<file path="src/rtl/sspq_pkg.sv">
// Shared types and codes for the stable sorted priority queue.
// No dependencies; imported by sspq_cell, stable_sorted_priority_queue, sspq_order_check and tb.
package sspq_pkg;

  localparam int unsigned QueueDepthDef = 16;
  localparam int unsigned PrioW         = 8;
  localparam int unsigned PayW          = 16;
  localparam int unsigned OccW          = 5;

  typedef enum logic [1:0] {
    OP_INSERT = 2'd0,
    OP_REMOVE = 2'd1,
    OP_DUMP   = 2'd2,
    OP_NOP    = 2'd3
  } op_e;

  typedef enum logic [1:0] {
    STAT_OK    = 2'd0,
    STAT_EMPTY = 2'd1,
    STAT_FULL  = 2'd2
  } status_e;

  // what every cell does in a cycle
  typedef enum logic [1:0] {
    CMD_HOLD,
    CMD_INSERT,
    CMD_REMOVE,
    CMD_ROTATE
  } cmd_e;

  typedef enum logic {
    ST_IDLE,
    ST_DUMP
  } state_e;

  typedef struct packed {
    logic [PrioW-1:0] prio;
    logic [PayW-1:0]  pay;
  } slot_t;

  // broadcast from the controller to the chain
  typedef struct packed {
    cmd_e  cmd;
    slot_t ins;
  } ctrl_t;

endpackage

</file>
<file path="src/rtl/stable_sorted_priority_queue.sv">
// Top level of the stable sorted priority queue: controller, result register
// and a chain of sspq_cell slots. Depends on sspq_pkg and sspq_cell.
//
//  channel | signals                                    | direction
//  --------+--------------------------------------------+----------
//  in      | in_valid_i/in_ready_o, op, prio, payload   | to block
//  out     | out_valid_o/out_ready_i, status .. last    | from block
//
// Insert and remove act on all cells at once: each cell compares against the
// new entry (or looks at its right neighbor) and shifts in parallel.
// A dump of N entries rotates the chain one slot a cycle while the result
// register is free, and the front slot goes out, so after N steps the order
// is restored. Reset clears the entry count and control only; slots are
// never read beyond the count. A stalled result holds the result register,
// and a new item is taken only when that register is free or being emptied.
module stable_sorted_priority_queue #(
  parameter int unsigned QUEUE_DEPTH = sspq_pkg::QueueDepthDef
) (
  input  logic                       clk_i,
  input  logic                       rst_ni,
  input  logic                       in_valid_i,
  output logic                       in_ready_o,
  input  logic [1:0]                 op_i,
  input  logic [sspq_pkg::PrioW-1:0] entry_priority_i,
  input  logic [sspq_pkg::PayW-1:0]  entry_payload_i,
  output logic                       out_valid_o,
  input  logic                       out_ready_i,
  output logic [1:0]                 status_o,
  output logic [sspq_pkg::PrioW-1:0] out_priority_o,
  output logic [sspq_pkg::PayW-1:0]  out_payload_o,
  output logic [sspq_pkg::OccW-1:0]  occupancy_o,
  output logic                       last_o
);
  import sspq_pkg::*;

  localparam int unsigned CntW = $clog2(QUEUE_DEPTH + 1);
  localparam logic [CntW-1:0] FullC = CntW'(QUEUE_DEPTH);
  localparam logic [CntW-1:0] OneC  = CntW'(1);

  state_e         state_q, state_d;
  logic [CntW-1:0] count_q, count_d;
  logic [CntW-1:0] rem_q, rem_d;     // entries still to stream in a dump

  // result register
  logic                 out_valid_q, out_valid_d;
  status_e              status_q, status_d;
  logic [PrioW-1:0]     prio_q, prio_d;
  logic [PayW-1:0]      pay_q, pay_d;
  logic [OccW-1:0]      occ_q, occ_d;
  logic                 last_q, last_d;

  ctrl_t ctrl;
  op_e   op;
  logic  out_free, in_acc;

  slot_t                  slot   [QUEUE_DEPTH];
  logic [QUEUE_DEPTH-1:0] stop;
  logic [QUEUE_DEPTH-1:0] held;
  logic [QUEUE_DEPTH-1:0] tail;

  assign op       = op_e'(op_i);
  assign out_free = !out_valid_q || out_ready_i;
  assign in_ready_o = (state_q == ST_IDLE) && out_free;
  assign in_acc   = in_valid_i && in_ready_o;

  // ---------------- chain of cells ----------------
  for (genvar i = 0; i < QUEUE_DEPTH; i++) begin : g_cell
    localparam logic [CntW-1:0] IdxC = CntW'(i);
    localparam logic [CntW-1:0] NxtC = CntW'(i + 1);
    slot_t left, right;
    logic  left_stop;

    assign held[i] = IdxC < count_q;
    assign tail[i] = count_q == NxtC;

    if (i == 0) begin : g_first
      assign left      = ctrl.ins;
      assign left_stop = 1'b0;
    end else begin : g_mid
      assign left      = slot[i-1];
      assign left_stop = stop[i-1];
    end
    if (i == QUEUE_DEPTH - 1) begin : g_last
      assign right = slot[i];
    end else begin : g_inner
      assign right = slot[i+1];
    end

    sspq_cell u_cell (
      .clk_i       (clk_i),
      .ctrl_i      (ctrl),
      .held_i      (held[i]),
      .tail_i      (tail[i]),
      .left_stop_i (left_stop),
      .left_i      (left),
      .right_i     (right),
      .front_i     (slot[0]),
      .stop_o      (stop[i]),
      .slot_o      (slot[i])
    );
  end

  // ---------------- controller ----------------
  always_comb begin
    state_d     = state_q;
    count_d     = count_q;
    rem_d       = rem_q;
    out_valid_d = out_valid_q && !out_ready_i;
    status_d    = status_q;
    prio_d      = prio_q;
    pay_d       = pay_q;
    occ_d       = occ_q;
    last_d      = last_q;
    ctrl.cmd    = CMD_HOLD;
    ctrl.ins.prio = entry_priority_i;
    ctrl.ins.pay  = entry_payload_i;

    unique case (state_q)
      ST_IDLE: begin
        if (in_acc) begin
          out_valid_d = 1'b1;
          status_d    = STAT_OK;
          prio_d      = '0;
          pay_d       = '0;
          last_d      = 1'b1;
          occ_d       = OccW'(count_q);
          case (op)
            OP_INSERT: begin
              if (count_q == FullC) begin
                status_d = STAT_FULL;
              end else begin
                ctrl.cmd = CMD_INSERT;
                count_d  = count_q + OneC;
                occ_d    = OccW'(count_d);
              end
            end
            OP_REMOVE: begin
              if (count_q == '0) begin
                status_d = STAT_EMPTY;
              end else begin
                ctrl.cmd = CMD_REMOVE;
                prio_d   = slot[0].prio;
                pay_d    = slot[0].pay;
                count_d  = count_q - OneC;
                occ_d    = OccW'(count_d);
              end
            end
            OP_DUMP: begin
              if (count_q == '0) begin
                status_d = STAT_EMPTY;
              end else begin
                // results come from the dump loop
                out_valid_d = 1'b0;
                rem_d       = count_q;
                state_d     = ST_DUMP;
              end
            end
            default: ;
          endcase
        end
      end
      ST_DUMP: begin
        if (out_free) begin
          ctrl.cmd    = CMD_ROTATE;
          out_valid_d = 1'b1;
          status_d    = STAT_OK;
          prio_d      = slot[0].prio;
          pay_d       = slot[0].pay;
          occ_d       = OccW'(count_q);
          last_d      = rem_q == OneC;
          rem_d       = rem_q - OneC;
          if (rem_q == OneC) begin
            state_d = ST_IDLE;
          end
        end
      end
      default: ;
    endcase
  end

  always_ff @(posedge clk_i or negedge rst_ni) begin
    if (!rst_ni) begin
      state_q     <= ST_IDLE;
      count_q     <= '0;
      rem_q       <= '0;
      out_valid_q <= 1'b0;
    end else begin
      state_q     <= state_d;
      count_q     <= count_d;
      rem_q       <= rem_d;
      out_valid_q <= out_valid_d;
    end
  end

  always_ff @(posedge clk_i) begin
    status_q <= status_d;
    prio_q   <= prio_d;
    pay_q    <= pay_d;
    occ_q    <= occ_d;
    last_q   <= last_d;
  end

  assign out_valid_o    = out_valid_q;
  assign status_o       = status_q;
  assign out_priority_o = prio_q;
  assign out_payload_o  = pay_q;
  assign occupancy_o    = occ_q;
  assign last_o         = last_q;

  // ---------------- assertions ----------------
  a_count_bound: assert property (@(posedge clk_i) disable iff (!rst_ni)
    count_q <= FullC)
    else $error("entry count beyond depth");

  a_full_flag: assert property (@(posedge clk_i) disable iff (!rst_ni)
    (in_acc && op == OP_INSERT && count_q == FullC) |=>
      (out_valid_q && status_q == STAT_FULL && count_q == FullC))
    else $error("dropped insert not flagged or count changed");

  a_remove_count: assert property (@(posedge clk_i) disable iff (!rst_ni)
    (in_acc && op == OP_REMOVE && count_q != '0) |=>
      (count_q == $past(count_q) - OneC))
    else $error("remove did not drop the count by one");

  a_dump_rem: assert property (@(posedge clk_i) disable iff (!rst_ni)
    (state_q == ST_DUMP) |-> (rem_q != '0 && rem_q <= count_q))
    else $error("dump counter out of range");

endmodule

</file>
<file path="src/rtl/sspq_cell.sv">
// One slot of the sorted chain: holds an entry, compares, shifts.
// Depends on sspq_pkg.
module sspq_cell (
  input  logic           clk_i,
  input  sspq_pkg::ctrl_t ctrl_i,
  input  logic           held_i,      // slot lies below the entry count
  input  logic           tail_i,      // slot is the last held one
  input  logic           left_stop_i, // left neighbor yields to the new entry
  input  sspq_pkg::slot_t left_i,
  input  sspq_pkg::slot_t right_i,
  input  sspq_pkg::slot_t front_i,
  output logic           stop_o,
  output sspq_pkg::slot_t slot_o
);
  import sspq_pkg::*;

  slot_t slot_q, slot_d;

  // new entry goes before this slot
  assign stop_o = !held_i || (slot_q.prio > ctrl_i.ins.prio);
  assign slot_o = slot_q;

  always_comb begin
    slot_d = slot_q;
    case (ctrl_i.cmd)
      CMD_INSERT: begin
        if (left_stop_i) begin
          slot_d = left_i;
        end else if (stop_o) begin
          slot_d = ctrl_i.ins;
        end
      end
      CMD_REMOVE: begin
        if (held_i) begin
          slot_d = right_i;
        end
      end
      CMD_ROTATE: begin
        if (tail_i) begin
          slot_d = front_i;
        end else if (held_i) begin
          slot_d = right_i;
        end
      end
      default: ;
    endcase
  end

  always_ff @(posedge clk_i) begin
    slot_q <= slot_d;
  end

endmodule

</file>
<file path="config.mk">
export PLATFORM = sky130hd
export DESIGN_NAME = stable_sorted_priority_queue
export DESIGN_NICKNAME = d
export VERILOG_FILES = /design/src/rtl/sspq_pkg.sv /design/src/rtl/stable_sorted_priority_queue.sv /design/src/rtl/sspq_cell.sv
export SDC_FILE = /design/constraint.sdc
export NUM_CORES = 1
export LEC_CHECK = 0
export BUFFER_PORTS_ARGS = -buffer_cell sky130_fd_sc_hd__buf_2
export CAP_MARGIN = 20
export CELL_PAD_IN_SITES_DETAIL_PLACEMENT = 0
export CELL_PAD_IN_SITES_GLOBAL_PLACEMENT = 1
export CORE_MARGIN = 2
export CORE_UTILIZATION = 45
export DETAILED_ROUTE_END_ITERATION = 7
export HOLD_SLACK_MARGIN = 0.03
export PLACE_DENSITY_LB_ADDON = 0.1
export SLEW_MARGIN = 20
export SYNTH_ARGS = -nofsm -noshare
export SYNTH_HDL_FRONTEND = slang
export SYNTH_HIERARCHICAL = 1
export SYNTH_SLANG_ARGS = --single-unit
</file>
<file path="constraint.sdc">
create_clock -name clk_i -period 9.89 [get_ports clk_i]
set_input_delay 0.4945 -clock clk_i [delete_from_list [all_inputs] [get_ports clk_i]]
set_output_delay 0.4945 -clock clk_i [all_outputs]
set_load 0.02 [all_outputs]
</file>
# Yosys cells after proc, flatten, opt, wreduce, memory -nomap -nowiden
# Cells that the tools add are included.
dict set report word_totals {
  ff_bits 428
  in_bits 30
}
dict set report classes {
  n_addsub 3
  magnitude_cmp 32
  n_eq_ne 44
  mux 125
  n_bitwise 1
  reduce_logical 62
}
# op n
set ops {}
lappend ops {{2-to-1 mux 24 bit} 62}
lappend ops {{one-hot mux 24 bit (3 select lines)} 15}
lappend ops {{greater-than comparator 8 bit} 16}
lappend ops {{2-to-1 mux 16 bit} 4}
lappend ops {{one-hot mux 24 bit (2 select lines)} 1}
lappend ops {{equality test 5 x 4 -> 1 bit (second input constant)} 8}
lappend ops {{< comparator 4 x 5 -> 1 bit (first input constant)} 8}
lappend ops {{2-to-1 mux 5 bit} 8}
lappend ops {{!= test 3 x 1 -> 1 bit (second input constant)} 13}
lappend ops {{2-to-1 mux 8 bit} 4}
lappend ops {{one-hot mux 16 bit (2 select lines)} 1}
lappend ops {{AND reduction 2 bit} 16}
lappend ops {{one-hot mux 5 bit (2 select lines)} 3}
lappend ops {{equality test 5 x 3 -> 1 bit (second input constant)} 4}
lappend ops {{< comparator 3 x 5 -> 1 bit (first input constant)} 4}
lappend ops {{logical NOT 1 bit} 18}
lappend ops {{logical OR 1 bit} 17}
lappend ops {{one-hot mux 2 bit (2 select lines)} 4}
lappend ops {{one-hot mux 8 bit (2 select lines)} 1}
lappend ops {{2-to-1 mux 1 bit} 13}
lappend ops {{2-to-1 mux 2 bit} 6}
lappend ops {{equality test 5 x 1 -> 1 bit (second input constant)} 2}
lappend ops {{equality test 5 x 2 -> 1 bit (second input constant)} 2}
lappend ops {{< comparator 1 x 5 -> 1 bit (first input constant)} 2}
lappend ops {{19 further kinds} 35}

# Logic depth before layout (Yosys ltp)
# Gate-level depths: netlist of the first run.
dict set report depth {
  depth_word 9
  depth_mapped 13
  depth_no_buf 10
}

# Cells and area by module
# The synthesis of the first run kept the hierarchy.
# mod instances cells_each area_per_inst_um2 seq_area_each_um2
set modules_own_cells {}
lappend modules_own_cells {sspq_cell 16 173 1864.3 720.7}
lappend modules_own_cells {stable_sorted_priority_queue 1 264 2603.7 1261.2}

# Least setup slack after synthesis of the first run
# No wires, ideal clock.
dict set report synth_timing {
  path_type {register to register}
  from {reg count_q[0]}
  to {reg g_cell[0].u_cell.slot_q (netlist bit g_cell[0].u_cell/slot_o[0]), enable pin}
  setup_ns 0.410
  arrival_time_ns 4.106
  path_slack_ns 5.373
  path_stages_with_launch 10
  n_path_buf 1
  cell_sequence {dfrtp_1 > clkbuf_1 > inv_1 > ha_1 > nor4bb_1 > nor2_1 > a21oi_1 > nor2_1 > o21ai_1 > o21bai_1}
}
# item line
set synth_lines {}
lappend synth_lines {{from (decl)} stable_sorted_priority_queue.sv:41} ;# logic [CntW-1:0] count_q, count_d;
lappend synth_lines {{from (signal assigned)} stable_sorted_priority_queue.sv:189} ;# count_q <= count_d;
lappend synth_lines {{to (signal assigned)} sspq_cell.sv:50} ;# slot_q <= slot_d;
lappend synth_lines {{to (decl)} sspq_cell.sv:17} ;# slot_t slot_q, slot_d;

==> out/metrics.yaml, run 1 <==
routing:
  wire_per_inst_um: 28.4
  routed_wl_mm: 112
  drt-initial-drc-count: 2337
  met3_length_mm: 7.13
  drc: 0
  wl_met2_mm: 56.7
  postRouteAntennaNets: 0
  viasPerCell: 6.49
  wl_met1_mm: 44.6
  dr_total_vias: 25800
  firstDrtPassIters: 5
  top_layer: "met4"
critical_path:
  end_kind: "flip-flop"
  slowest_delay_ns: 0.84
  worstPathMaxFanout: 176
  slowest_stage: "nand2_1"
  cp-start-kind: "flip-flop"
  crit-reg2reg-launch: "count_q[1]"
  cp.arrival_ns: 5.52
  r2r_end: "g_cell[9].u_cell/slot_o[8]"
  critical_path_required_ns: 10.29
  rr_worst_depth: 9
  cpLargestDelayFamily: "simple AND/OR/NAND/NOR gates"
  timing_worst_setup_path_type: "flip-flop to flip-flop"
  critical_path_buf_inv_count: 2
  crit_start: "count_q[1]"
  r2r_slack_ns: 4.77
  crit_chain: "inv_1 -> ha_1 -> or4b_4 -> and2_4 -> a21oi_1 -> nor2_4 -> buf_12 -> nand2_1 -> o221ai_1"
place:
  io_buffer_count: 63
  post-place-cells: 3872
  gp_congestion: 0.849
  dp_slack_ns: 4.98
  hpwl_mm: 73.7
sta:
  max_slew_margin_pct: 17.8
  fin_crit_ns: 5.12
  fin_tns_setup_ns: 0
  worst_slew_pin_slew_ns: 1.23
  fmax_ghz: 0.195
  hold_violations: 0
  layout_setup_ws_ns: 4.77
  drv_slew: 0
  min_period_over_period_pct: 51.8
  setup_viol: 0
  rsz0062_at_grt: "no"
  fin_worst_skew_ns: 0.0193
clocking:
  htreeDepth: 2
  cts_tree: "done"
  cts_made_buffers: 51
  clock_latency_ns: 0.61
  path_clk_slew_ns: 0.06
  cts_root_buf: "clkbuf_16"
  cts_resized: 0
  clk_path_buf_depth: 3
  clock-sinks: 428
grt:
  grt_usage_pct: 29.6
  grt-ovfl-total: 0
  grt_pass1_vias: 25800
  grt_max_degree: 177
  grt_first_pass_wirelength_mm: 167
  antenna_found_initial: 2
power:
  cellPowerDensity_mw_per_mm2: 314
  leakagePower_nw: 14.6
  irDropWorstVdd_v: 0.000228
synth:
  synth_warnings: 6
  synth_cells: 3030
  synth_nets: 3199
  synth.avg_cell_area_um2: 10.7
  synth_area_mm2: 0.0324
finish:
  multi_input_area_mm2: 0.0174
  area_growth_pct: 6.48
  stdcell_count: 3966
  postLayoutCoreUtil_pct: 48.4
  drive_gt1_share_pct: 9.62
  regArea_mm2: 0.0128
  fillCellCount: 6677
  nNetsFinal: 3146
  num_antenna_cells: 0
die:
  rows: 98
  dieArea_mm2: 0.0742
  top_level_ports: 64
  die_w_um: 272
  core_mm2: 0.0714
  die_h_um: 272
  initial_utilization_pct: 45.4
job:
  drv_cap: 0
hold_path:
  min_from: "in_valid_i"
  hold_end: "out_valid_o"
  hp-class: "input pin to flip-flop"
  whs_path_depth: 3
run_status:
  status: "complete, no violations"
-- routing by layer --
layer / track usage (%) / up-vias
met5: 0 / -
met4: 10.2 / 0
met3: 4.27 / 242
met2: 52.6 / 1053
met1: 36.4 / 12900
li1: - / 11600
-- what timing repair did --
action / CTS / global route
endpoints found under the hold margin: 12 / 0
endpoints found under the setup margin: 0 / 0
buffers inserted: 0 / 0
hold buffers: 1 / 0
-- state kept, by name, summed over array words and instances, names as in the netlist --
signal,cells
out_priority_o,8
state_q,1
last_o,1
status_o,2
occupancy_o,5
out_valid_o,1
count_q,5
rem_q,5
out_payload_o,16
g_cell.u_cell/slot_o,384
-- worst register-to-register path, cell delays in order, from the launching register on --
cell	delay [ns]
dfrtp_1	0.77
inv_1	0.32
ha_1	0.34
or4b_4	0.26
and2_4	0.21
a21oi_1	0.11
nor2_4	0.75
buf_12	0.60
nand2_1	1.05
o221ai_1	0.50
-- worst max-delay path by stage --
stage | endpoint | cells past startpoint
after floorplan | g_cell[0].u_cell/slot_o[0] | 9
after global placement | g_cell[9].u_cell/slot_o[11] | 10
after detailed placement | g_cell[9].u_cell/slot_o[8] | 9
after CTS | g_cell[9].u_cell/slot_o[8] | 9
after global routing | g_cell[9].u_cell/slot_o[11] | 10
final | g_cell[9].u_cell/slot_o[8] | 9
-- cell usage in the layout, fill, tap and decap left out, types with 18 or more instances in the layout --
| master | count |
|---|---|
| a21oi_1 | 62 |
| and3_1 | 19 |
| buf_2 | 63 |
| buf_4 | 69 |
| clkbuf_1 | 18 |
| clkbuf_16 | 52 |
| edfxtp_1 | 416 |
| ha_1 | 139 |
| inv_1 | 172 |
| mux2_2 | 32 |
| mux2i_1 | 737 |
| nand2_1 | 506 |
| nand2b_1 | 20 |
| nand4_1 | 18 |
| nor2_1 | 19 |
| nor2b_1 | 28 |
| o21ai_0 | 24 |
| o221ai_1 | 368 |
| o22ai_1 | 19 |
-- per-stage QoR --
step | hold slack [ns] | power, mW | area (um^2)
after CTS | 0.151 | 10.8 | 34500
after global placement | 0.413 | 8.81 | 32800
after global routing | 0.166 | 11.4 | 34500
final | 0.196 | 10.8 | 34500
after detailed placement | 0.425 | 8.96 | 32900
after floorplan | 0.199 | 7.24 | 32400
-- power breakdown --
group	switching, mW	leakage (nW)	internal [mW]
sequential	1.18	4.43	3.31
clock	0.786	0.765	1.03
combinational	2.65	9.38	1.88
-- layout make-up --
class                           instances  share of cell area, %
Clock buffer                           75                   4.16
Clock inverter                         17                  0.355
Inverter                              172                   1.87
Multi-Input combinational cell       2187                   50.4
Sequential cell                       428                   37.1
Tap cell                              950                   3.44
Timing Repair Buffer                  137                   2.70
Power figures use the tool's default switching activity.
==> inputs of run 2 (changes only) <==
- clock period: 9.89 -> 5.1 ns (I/O delays scaled with it)
==> run 2 against run 1 <==
  * Global-route usage grew 1.2 points
  * Count of clock-buffer cells in the layout shrank 13
  * Maximum frequency grew 18%
  * Largest cell class unchanged
  * Core utilization grew 0.80 points
==> out/metrics.yaml, run 2 (synthesized netlist as in run 1, its figures left out) <==
run_status:
  status: "complete, no violations"
power:
  power_frac_seq_pct: 40.8  # -0.7 points
  p_sw_mw: 9.01  # +95%
  cellPowerDensity_mw_per_mm2: 612  # +95%
  p_clk_share_pct: 18.4  # +1.7 points
  combPwrFrac_pct: 40.8  # -1.0 points
  internal_power_mw: 12.5  # +100%
  power_mw: 21.5  # +98%
  irDropWorstVdd_v: 0.000310  # +36%
  switching_share_pct: 41.9  # -0.69 points
  leakagePower_nw: 14.9  # +2.5%
die:
  top_level_ports: 64  # unchanged
  initial_utilization_pct: 45.4  # unchanged
  rows: 98  # unchanged
  core_mm2: 0.0714  # unchanged
  die_h_um: 272  # unchanged
  die_w_um: 272  # unchanged
  dieArea_mm2: 0.0742  # unchanged
finish:
  area_growth_pct: 8.23
  fillCellCount: 6568  # -1.6%
  largest_reg_flops: 384  # unchanged
  layout_commonest_cell: "mux2i_1"
  stdcell_count: 4025  # +1.5%
  final_cell_area_mm2: 0.0351  # +1.6%
  drive_gt1_share_pct: 11.5  # +1.9 points
  mostFrequentLayoutCells: "mux2i_1 (737), nand2_1 (506), edfxtp_1 (416)"
  num_antenna_cells: 0  # unchanged
  nNetsFinal: 3203  # +1.8%
routing:
  viasPerCell: 6.48  # -0.13%
  postRouteAntennaNets: 0  # unchanged
  wl_met2_mm: 57.1  # +0.65%
  drc: 0  # unchanged
  drt-initial-drc-count: 2516  # +7.7%
  met3_length_mm: 8.30  # +16%
  routed_wl_mm: 117  # +3.9%
  wire_per_inst_um: 29.0  # +2.3%
  top_layer: "met4"
  wl_met1_mm: 46.2  # +3.4%
  dr_total_vias: 26100  # +1.4%
  firstDrtPassIters: 8  # +3
grt:
  grt-ovfl-total: 0  # unchanged
  grt_usage_pct: 30.8  # +1.2 points
  grt_first_pass_wirelength_mm: 172  # +2.9%
  grt_pass1_vias: 26200  # +1.3%
  antenna_found_initial: 2  # unchanged
  grt_max_degree: 55  # -69%
critical_path:
  slowest_stage: "nor2_4"
  cp.arrival_ns: 4.67  # -0.85 ns
  crit_start: "count_q[0]"
  cp-start-kind: "flip-flop"
  slowest_delay_ns: 0.78  # -0.06 ns
  worstPathMaxFanout: 31  # -82%
  cp_common_cell: "nand2_1"
  crit-reg2reg-launch: "count_q[0]"
  r2r_slack_ns: 0.75  # -4.02 ns
  critical_path_required_ns: 5.42  # -4.87 ns
  end_kind: "flip-flop"
  timing_worst_setup_path_type: "flip-flop to flip-flop"
  crit_chain: "inv_1 -> ha_1 -> nor4bb_1 -> nor2_1 -> a21oi_1 -> nor2_4 -> buf_4 -> nand2_1 -> nand2_1 -> o221ai_1"
place:
  hpwl_mm: 78.5  # +6.5%
  post-place-cells: 3928  # +1.4%
  postPlaceCellArea_mm2: 0.0333  # +1.1%
  io_buffer_count: 63  # unchanged
  gp_congestion: 0.872  # +2.7%
sta:
  fin_crit_ns: 4.35  # -0.770 ns
  max_slew_margin_pct: 18.5  # +0.68 points
  fin_worst_skew_ns: 0.0179  # -0.00145 ns
  min_period_over_period_pct: 85.3  # +34 points
  fmax_ghz: 0.230  # +18%
  drv_slew: 0  # unchanged
  setup_viol: 0  # unchanged
  fin_tns_setup_ns: 0  # unchanged
  worst_slew_pin_slew_ns: 1.22  # -0.0103 ns
  rsz0062_at_grt: "no"
  whs_ns: 0.0676  # -0.129 ns
  hold_violations: 0  # unchanged
clocking:
  cts_root_buf: "clkbuf_16"
  cts_made_buffers: 52  # +2.0%
  htreeDepth: 2  # unchanged
  cts_tree: "done"
  cts_resized: 0  # unchanged
  cts_setup_buffers: 0  # unchanged
  path_clk_slew_ns: 0.06  # about the same
  clk_path_buf_depth: 3  # unchanged
  clock_latency_ns: 0.61  # about the same
  clock-sinks: 428  # unchanged
hold_path:
  hp-class: "input pin to async pin"
job:
  drv_cap: 0  # unchanged
run 2: changes by cell type in the layout (fill, tap and decap cells not counted), moves of 2 or more:
cell and change:
buf_16 -2, clkbuf_8 -5, buf_12 +4, clkbuf_1 -10, bufinv_16 +8, buf_4 +54
o21bai_4 -10, clkinv_1 +3, clkbuf_16 +2, clkinv_2 +5, o21bai_2 +10
run 2: worst paths after layout:
check,to,cells after the start
setup / recovery,g_cell[1].u_cell/slot_o[14],10
hold / removal,state_q,2
setup reg to reg,g_cell[1].u_cell/slot_o[14],10
hold reg to reg,rem_q[0],1
max in group asynchronous,count_q[4],2
min in group clk_i,status_o[0],3
run 2: metrics by stage:
step / setup slack (ns) / utilization (%)
after floorplan: 0.583 / -
after global placement: 1.00 / 46.6
after detailed placement: 0.826 / 46.6
after CTS: 0.823 / 49.2
after global routing: 0.463 / 49.2
final: 0.752 / 49.2
run 2: power groups by stage:
stage / Sequential, mW / Combinational (mW) / Clock (mW)
floorplan: 7.75 / 6.30 / 0
global placement: 8.74 / 8.38 / 0
detailed placement: 8.81 / 8.59 / 0
CTS: 8.73 / 8.64 / 4.01
global route: 8.93 / 9.48 / 4.14
finish: 8.76 / 8.76 / 3.96
run 2: routing by layer:
| layer | vias to the layer above | GRT usage [%] |
|---|---|---|
| li1 | 11700 | - |
| met1 | 13000 | 38.6 |
| met2 | 1177 | 52.6 |
| met3 | 278 | 4.89 |
| met4 | 0 | 12.7 |
| met5 | - | 0 |
run 2: cell type report:
class                   count  area [um^2]  area share (%)
well taps                 950         1190            3.39
clock inverters            33          398            1.13
flip-flops and latches    428        12800            36.5
repair buffers            193         1360            3.87
inverters                 172          646            1.84
clock buffers              62         1380            3.94
multi-input cells        2187        17300            49.4
run 2: worst max-delay path: cells and delay by family, from the launching register on:
kind | cells | cell delay [ns]
AOI/OAI and AO/OA | 2 | 0.40
adders and majority gates | 1 | 0.35
buffers and inverters | 2 | 0.62
DFF | 1 | 0.62
and+or+nand+nor | 5 | 2.01
run 2: what timing repair did:
item,4_1_cts,5_1_grt
endpoints found under the hold margin,13,0
setup endpoints to repair,0,0
hold buffers,2,0
